==> src/tcr_pkg.sv <==
// Shared constants and types for the totalistic ring successor block.
package tcr_pkg;

    localparam int FIELD_BITS    = 16;
    localparam int IDX_W         = $clog2(FIELD_BITS);
    localparam int RULE_W        = 8;
    localparam int LEN_W         = 5;
    localparam int RADIUS        = 3;
    localparam int NBHD          = 2 * RADIUS + 1;
    localparam int SUM_W         = $clog2(RULE_W);
    localparam int MAX_CELLS_DEF = 16;
    localparam int CFG_IDX_W     = 2;
    localparam int CFG_DATA_W    = RULE_W;

    localparam logic [RULE_W-1:0] RULE_BITS_RST   = '0;
    localparam logic [LEN_W-1:0]  RING_LENGTH_RST = LEN_W'(14);

    typedef enum logic [CFG_IDX_W-1:0] {
        CFG_RULE_BITS   = CFG_IDX_W'(0),
        CFG_RING_LENGTH = CFG_IDX_W'(1)
    } t_cfg_reg;

    typedef struct packed {
        logic [RULE_W-1:0] rule;
        logic [LEN_W-1:0]  len;
    } t_lane_cfg;

endpackage

==> src/tcr_in_if.sv <==
// Input channel: one ring state per item.
interface tcr_in_if;
    logic                            valid;
    logic                            ready;
    logic [tcr_pkg::FIELD_BITS-1:0]  state_word;

    modport source (output valid, output state_word, input ready);
    modport sink   (input valid, input state_word, output ready);
endinterface

==> src/tcr_out_if.sv <==
// Output channel: one successor ring state per item.
interface tcr_out_if;
    logic                            valid;
    logic                            ready;
    logic [tcr_pkg::FIELD_BITS-1:0]  next_word;

    modport source (output valid, output next_word, input ready);
    modport sink   (input valid, input next_word, output ready);
endinterface

==> src/tcr_lane.sv <==
// One cell lane: neighborhood sum around a fixed bit position and rule lookup.
module tcr_lane #(
    parameter int BIT = 0
) (
    input  logic [tcr_pkg::FIELD_BITS-1:0] i_word,
    input  tcr_pkg::t_lane_cfg             i_cfg,
    output logic                           o_bit
);

    localparam int VW = tcr_pkg::LEN_W + 2;
    localparam logic [tcr_pkg::LEN_W-1:0] BIT_POS = tcr_pkg::LEN_W'(BIT);

    logic signed [VW-1:0]            v;
    logic signed [VW-1:0]            len_s;
    logic signed [VW-1:0]            m;
    logic [tcr_pkg::SUM_W-1:0]       sum;

    always_comb begin
        len_s = signed'({2'b00, i_cfg.len});
        sum   = '0;
        v     = '0;
        m     = '0;
        for (int d = 0; d < tcr_pkg::NBHD; d++) begin
            v = VW'(BIT + d - tcr_pkg::RADIUS);
            // wrap the neighbor position onto the ring; one correction suffices
            // from three cells up, shorter rings wrap by mask or collapse
            if (i_cfg.len <= tcr_pkg::LEN_W'(1)) begin
                m = '0;
            end else if (i_cfg.len == tcr_pkg::LEN_W'(2)) begin
                m = VW'({1'b0, v[0]});
            end else if (v < 0) begin
                m = v + len_s;
            end else if (v >= len_s) begin
                m = v - len_s;
            end else begin
                m = v;
            end
            sum = sum + tcr_pkg::SUM_W'(i_word[m[tcr_pkg::IDX_W-1:0]]);
        end
        o_bit = i_cfg.rule[sum] && (BIT_POS < i_cfg.len);
    end

endmodule

==> src/tcr_merge.sv <==
// Merge lane bits into a result word and hold it in a two-entry output queue.
module tcr_merge #(
    parameter int LANES = tcr_pkg::MAX_CELLS_DEF
) (
    input  logic              i_clk,
    input  logic              i_rst_n,
    input  logic [LANES-1:0]  i_lane_bits,
    input  logic              i_push,
    output logic              o_ready,
    tcr_out_if.source         o_out
);

    logic [tcr_pkg::FIELD_BITS-1:0] w_word;
    logic [tcr_pkg::FIELD_BITS-1:0] r_main;
    logic [tcr_pkg::FIELD_BITS-1:0] r_skid;
    logic                           r_main_v;
    logic                           r_skid_v;
    logic                           w_take;
    logic                           w_pop;

    assign w_word  = tcr_pkg::FIELD_BITS'(i_lane_bits);
    assign o_ready = !r_skid_v;
    assign w_take  = i_push && !r_skid_v;
    assign w_pop   = r_main_v && o_out.ready;

    assign o_out.valid     = r_main_v;
    assign o_out.next_word = r_main;

    always_ff @(posedge i_clk) begin
        if (!i_rst_n) begin
            r_main_v <= 1'b0;
            r_skid_v <= 1'b0;
        end else if (!r_main_v || w_pop) begin
            // main slot frees up: refill from skid first, else from the lanes
            if (r_skid_v) begin
                r_main_v <= 1'b1;
                r_skid_v <= 1'b0;
            end else begin
                r_main_v <= w_take;
            end
        end else if (w_take) begin
            r_skid_v <= 1'b1;
        end
    end

    always_ff @(posedge i_clk) begin
        if (!r_main_v || w_pop) begin
            r_main <= r_skid_v ? r_skid : w_word;
        end
        if (w_take && r_main_v && !w_pop) begin
            r_skid <= w_word;
        end
    end

endmodule

==> src/totalistic_ca_ring_successor.sv <==
// Binary radius-3 totalistic ring successor: one lane per cell, merged result word.
//
// Takes one ring state per item and returns the state one generation later. Every
// cell has its own lane that sums the cell and its three neighbors on each side,
// wrapping modulo the ring length, and picks the matching bit of rule_bits. All
// lanes work on the same item in the cycle it is accepted and the merged word is
// registered into the output queue, so a new item can enter every clock while the
// queue has room: throughput is one item per cycle. A two-entry output queue keeps
// input ready high while one finished result waits. Ring lengths above the lane
// count saturate to it; bits at and above the ring length read as zero. Write the
// configuration only while no item is in flight.
module totalistic_ca_ring_successor #(
    parameter int MAX_CELLS = tcr_pkg::MAX_CELLS_DEF
) (
    input  logic                               i_clk,
    input  logic                               i_rst_n,
    input  logic                               i_cfg_we,
    input  logic [tcr_pkg::CFG_IDX_W-1:0]      i_cfg_idx,
    input  logic [tcr_pkg::CFG_DATA_W-1:0]     i_cfg_data,
    tcr_in_if.sink                             i_in,
    tcr_out_if.source                          o_out
);

    localparam int LANES = (MAX_CELLS < tcr_pkg::FIELD_BITS) ? MAX_CELLS
                                                             : tcr_pkg::FIELD_BITS;
    localparam logic [tcr_pkg::LEN_W-1:0] LEN_LIM = tcr_pkg::LEN_W'(LANES);

    logic [tcr_pkg::RULE_W-1:0] r_rule_bits;
    logic [tcr_pkg::LEN_W-1:0]  r_ring_length;
    tcr_pkg::t_lane_cfg         w_cfg;
    logic [LANES-1:0]           w_lane_bits;
    logic                       w_ready;

    always_ff @(posedge i_clk) begin
        if (!i_rst_n) begin
            r_rule_bits   <= tcr_pkg::RULE_BITS_RST;
            r_ring_length <= tcr_pkg::RING_LENGTH_RST;
        end else if (i_cfg_we) begin
            unique case (i_cfg_idx)
                tcr_pkg::CFG_RULE_BITS:   r_rule_bits   <= i_cfg_data[tcr_pkg::RULE_W-1:0];
                tcr_pkg::CFG_RING_LENGTH: r_ring_length <= i_cfg_data[tcr_pkg::LEN_W-1:0];
                default: ;
            endcase
        end
    end

    // saturate the ring length to the number of lanes
    assign w_cfg.rule = r_rule_bits;
    assign w_cfg.len  = (r_ring_length > LEN_LIM) ? LEN_LIM : r_ring_length;

    for (genvar b = 0; b < LANES; b++) begin : g_lane
        tcr_lane #(
            .BIT (b)
        ) u_lane (
            .i_word (i_in.state_word),
            .i_cfg  (w_cfg),
            .o_bit  (w_lane_bits[b])
        );
    end

    tcr_merge #(
        .LANES (LANES)
    ) u_merge (
        .i_clk       (i_clk),
        .i_rst_n     (i_rst_n),
        .i_lane_bits (w_lane_bits),
        .i_push      (i_in.valid),
        .o_ready     (w_ready),
        .o_out       (o_out)
    );

    assign i_in.ready = w_ready;

endmodule

==> src/flat_wrapper.sv <==
// flat-port wrapper written by rule: the top's interface ports become plain ports
module totalistic_ca_ring_successor_flat 
#(
    parameter int MAX_CELLS = tcr_pkg::MAX_CELLS_DEF
)
  (i_clk, i_rst_n, i_cfg_we, i_cfg_idx, i_cfg_data, i_in_valid, i_in_state_word, i_in_ready, o_out_valid, o_out_next_word, o_out_ready);
  tcr_in_if i_in_i ();
  tcr_out_if o_out_i ();
  input  logic i_clk;
  input  logic i_rst_n;
  input  logic i_cfg_we;
  input  logic [tcr_pkg::CFG_IDX_W-1:0] i_cfg_idx;
  input  logic [tcr_pkg::CFG_DATA_W-1:0] i_cfg_data;
  input wire logic [$bits(i_in_i.valid)-1:0] i_in_valid;
  input wire logic [$bits(i_in_i.state_word)-1:0] i_in_state_word;
  output wire logic [$bits(i_in_i.ready)-1:0] i_in_ready;
  output wire logic [$bits(o_out_i.valid)-1:0] o_out_valid;
  output wire logic [$bits(o_out_i.next_word)-1:0] o_out_next_word;
  input wire logic [$bits(o_out_i.ready)-1:0] o_out_ready;
  assign i_in_i.valid = i_in_valid;
  assign i_in_i.state_word = i_in_state_word;
  assign i_in_ready = i_in_i.ready;
  assign o_out_valid = o_out_i.valid;
  assign o_out_next_word = o_out_i.next_word;
  assign o_out_i.ready = o_out_ready;
  totalistic_ca_ring_successor #(.MAX_CELLS(MAX_CELLS)) u_core (.i_clk(i_clk), .i_rst_n(i_rst_n), .i_cfg_we(i_cfg_we), .i_cfg_idx(i_cfg_idx), .i_cfg_data(i_cfg_data), .i_in(i_in_i), .o_out(o_out_i));
endmodule
==> config.mk <==
export PLATFORM = sky130hd
export DESIGN_NAME = totalistic_ca_ring_successor_flat
export DESIGN_NICKNAME = d
export VERILOG_FILES = /design/src/tcr_pkg.sv /design/src/tcr_in_if.sv /design/src/tcr_out_if.sv /design/src/tcr_lane.sv /design/src/tcr_merge.sv /design/src/totalistic_ca_ring_successor.sv /design/src/flat_wrapper.sv
export SDC_FILE = /design/constraint.sdc
export NUM_CORES = 1
export LEC_CHECK = 0
export BUFFER_PORTS_ARGS = -buffer_cell sky130_fd_sc_hd__buf_2
export CAP_MARGIN = 0
export CORE_ASPECT_RATIO = 0.75
export CORE_MARGIN = 5
export CORE_UTILIZATION = 55
export DETAILED_ROUTE_END_ITERATION = 7
export GPL_TIMING_DRIVEN = 0
export PLACE_DENSITY = 0.74
export SYNTH_ARGS = -nofsm -noshare
export SYNTH_HDL_FRONTEND = slang
export SYNTH_SLANG_ARGS = --single-unit
==> constraint.sdc <==
create_clock -name i_clk -period 9.5 [get_ports i_clk]
set_clock_uncertainty 0.2 [all_clocks]
set_input_delay 1.9 -clock i_clk [delete_from_list [all_inputs] [get_ports i_clk]]
set_output_delay 1.9 -clock i_clk [all_outputs]
set_load 0.02 [all_outputs]
==> impl_metrics.env <==
export IMPL_drt_iter0_drc=1107
export IMPL_worstHoldStart="u_core.u_merge.r_skid[10]$_DFFE_PP_"
export IMPL_overflow=0
export IMPL_fillers=1275
export IMPL_die_y_um=115
export IMPL_grt_pass1_vias=6981
export IMPL_start_util=0.557
export IMPL_grt_max_degree=20
export IMPL_crit_top_cell="fa_1"
export IMPL_seq_area_frac_synth=0.157
export IMPL_antennaDiodeCount=0
export IMPL_r2r_end="u_core.u_merge.o_out.next_word[5]$_DFFE_PP_"
export IMPL_synth_most_common_cell="mux2i_1"
export IMPL_area_growth_pct=7.79
export IMPL_place_area_um2=8520
export IMPL_synth_edf_count=32
export IMPL_hold_buffers=0
export IMPL_synth_top_family_by_area="multiplexers"
export IMPL_synth_compound_area_frac=0.176
export IMPL_highest_layer="met4"
export IMPL_path_clk_slew_ns=0.06
export IMPL_layout_cells_non_filler=1090
export IMPL_timing_critical_path_buf_inv=6
export IMPL_synthTopCellsByCount="mux2i_1 (91), a21oi_1 (70), nand2_1 (69)"
export IMPL_irDropWorstVdd_v=0.000118
export IMPL_routed_wl_um=26900
export IMPL_post_route_min_period_ns=7.38
export IMPL_cts_path_max_buffers=2
export IMPL_rsz0062_at_grt="no"
export IMPL_synth_net_count=945
export IMPL_place_ws_ns=2.34
export IMPL_multi_input_area_um2=6270
export IMPL_synth_top_area_share=0.132
export IMPL_slew_viol_final=0
export IMPL_synth_simple_gate_area_frac=0.137
export IMPL_worst_pin_slew_ns=1.04
export IMPL_nNetsFinal=997
export IMPL_met2_length_um=10800
export IMPL_drv_cap=0
export IMPL_synth_area_per_cell_um2=9.58
export IMPL_setup_tns_ns=0
export IMPL_cts_setup_buffers=0
export IMPL_cts_root_buf="clkbuf_16"
export IMPL_power_density_nw_per_um2=183
export IMPL_routedWlPerCell_um=24.7
export IMPL_drive_gt1_frac=0.218
export IMPL_core_area_um2=14400
export IMPL_hold_class="flop to flop"
export IMPL_postLayoutCellArea_um2=8660
export IMPL_timing_rr_start="u_core.r_ring_length[4]$_SDFFE_PN0P_"
export IMPL_vias_per_cell=6.75
export IMPL_vias=7356
export IMPL_holdPathEnd="u_core.u_merge.o_out.next_word[10]$_DFFE_PP_"
export IMPL_crit_type="flop to flop"
export IMPL_dp_hpwl_um=21000
export IMPL_ys_top_cells_by_area="fa_1 (13%), edfxtp_1 (12%), mux2i_1 (11%)"
export IMPL_rrSetupSlack_ns=2.12
export IMPL_grt_use_total=0.318
export IMPL_arrival_ns=7.21
export IMPL_cts_buffers=5
export IMPL_cts_resized=0
export IMPL_synth_ff_type="edfxtp_1"
export IMPL_power_leakage_nw=3.59
export IMPL_clk_latency_ns=0.29
export IMPL_fmax_mhz=136
export IMPL_finalSetupViolCount=0
export IMPL_drtAntennaViolNets=0
export IMPL_synthXorXnorAreaFrac=0.0206
export IMPL_htree_levels=2
export IMPL_rows=38
export IMPL_wl_met1_um=11300
export IMPL_gp_congestion=1.02
export IMPL_worstPathMaxFanout=14
export IMPL_fin_ws_ns=2.12
export IMPL_final_hold_viol_count=0
export IMPL_die_w_um=150
export IMPL_fin_crit_sh=0.776
export IMPL_antenna_found_initial=0
export IMPL_max_stage_delay_ns=0.51
export IMPL_cts_tree="done"
export IMPL_hold_slack_ns=0.326
export IMPL_final_core_utilization=0.601
export IMPL_synth_fa_ha_area_frac=0.168
export IMPL_ys_ff_latch=47
export IMPL_remaining_drc_errors=0
export IMPL_syn_inst=838
export IMPL_yosysWarnings=0
export IMPL_cp_end_kind="flop"
export IMPL_grt_pass1_wl_um=41800
export IMPL_portBuffers=44
export IMPL_syn_area_um2=8030
export IMPL_synthArstFlopShare=0
export IMPL_outcome="completed"
export IMPL_clock_sinks=47
export IMPL_synth_area_leader_cell="fa_1"
export IMPL_start_kind="flop"
export IMPL_synth_mux_area_frac=0.278
export IMPL_path_delay_family="adder cells"
export IMPL_ff2ff_path_depth=25
export IMPL_dp_cells=1083
export IMPL_ys_types=93
export IMPL_seq_area_um2=1260
export IMPL_relSlewSlack=0.290
export IMPL_wl_met3_um=4260
export IMPL_required_ns=9.33
export IMPL_slowest_stage="fa_1"
export IMPL_holdPathStages=2
export IMPL_io_pins=49
export IMPL_finalPower_mw=1.58
export IMPL_dieArea_um2=17100
export IMPL_firstDrtPassIters=6
[logic make-up after synthesis]
logic type / after synthesis
and+or+nand+nor: 211
AOI/OAI and AO/OA: 204
muxes: 168
buffers and inverters: 114
adders and majority gates: 76
DFF: 47
xor gates and xnor gates: 18
[cells in the final DEF (no fill, tap or decap), types with 6 or more instances in the layout]
cell,synthesis,routed
inv_1,49,49
clkbuf_1,32,32
nor2b_1,19,19
a21oi_1,70,70
a31oi_1,11,11
mux2i_1,91,91
fa_1,53,53
xnor2_1,13,13
mux4_2,40,40
mux2_2,35,35
dfxtp_1,15,15
buf_2,10,54
buf_6,5,6
nand3_1,18,18
a211oi_1,14,14
a21o_1,8,8
ha_1,23,23
nor2_1,46,46
nand2b_1,12,12
and3_1,8,8
nand2_1,69,69
edfxtp_1,32,32
a21boi_0,8,8
o21ai_0,27,27
[layout make-up]
type	instances	share of cell area
Clock buffer	5	0.0145
Timing Repair Buffer	45	0.0267
Multi-Input combinational cell	677	0.724
Sequential cell	47	0.146
Clock inverter	2	0.00159
Tap cell	200	0.0289
Inverter	58	0.0263
Buffer	56	0.0322
[registers in the layout (all words and copies together), names as in the netlist]
name	flops
u_core.r_rule_bits	8
u_core.u_merge.r_skid_v	1
u_core.r_ring_length	5
u_core.u_merge.r_skid	16
u_core.u_merge.o_out.next_word	16
u_core.u_merge.o_out.valid	1
[worst reg2reg max path, delay by kind of cell, from the launching register on]
family / cells / cell delay [ns]
xor+xnor: 1 / 0.12
fa+ha+maj: 5 / 2.01
simple gates: 4 / 0.86
buf+inv: 6 / 1.13
flops: 1 / 0.33
mux: 3 / 0.94
compound gates: 6 / 1.51
[per-layer routing]
| metal | vias to the layer above | GRT usage |
|---|---|---|
| met5 | - | 0 |
| li1 | 3184 | - |
| met4 | 0 | 0.0482 |
| met2 | 569 | 0.444 |
| met3 | 62 | 0.110 |
| met1 | 3541 | 0.486 |
[power by group]
part | total [mW] | leakage [nW] | switching [mW] | internal, mW
Combinational | 1.15 | 3.05 | 0.603 | 0.543
Clock | 0.170 | 0.0696 | 0.0742 | 0.0961
Sequential | 0.265 | 0.467 | 0.00878 | 0.256
Total | 1.58 | 3.59 | 0.686 | 0.895
[worst max path at each step]
stage / from / end / slack [ns] / cells after the start
2_1_floorplan: i_in_state_word[7] / u_core.u_merge.o_out.next_word[5]$_DFFE_PP_ / 3.24 / 16
3_3_place_gp: u_core.r_ring_length[4]$_SDFFE_PN0P_ / u_core.u_merge.o_out.next_word[5]$_DFFE_PP_ / 2.32 / 24
3_5_place_dp: u_core.r_ring_length[4]$_SDFFE_PN0P_ / u_core.u_merge.o_out.next_word[5]$_DFFE_PP_ / 2.34 / 25
4_1_cts: u_core.r_ring_length[4]$_SDFFE_PN0P_ / u_core.u_merge.o_out.next_word[5]$_DFFE_PP_ / 2.33 / 25
5_1_grt: u_core.r_ring_length[4]$_SDFFE_PN0P_ / u_core.u_merge.o_out.next_word[2]$_DFFE_PP_ / 1.92 / 23
6_report: u_core.r_ring_length[4]$_SDFFE_PN0P_ / u_core.u_merge.o_out.next_word[5]$_DFFE_PP_ / 2.12 / 25
No activity file was read; power rests on OpenSTA's default activity.
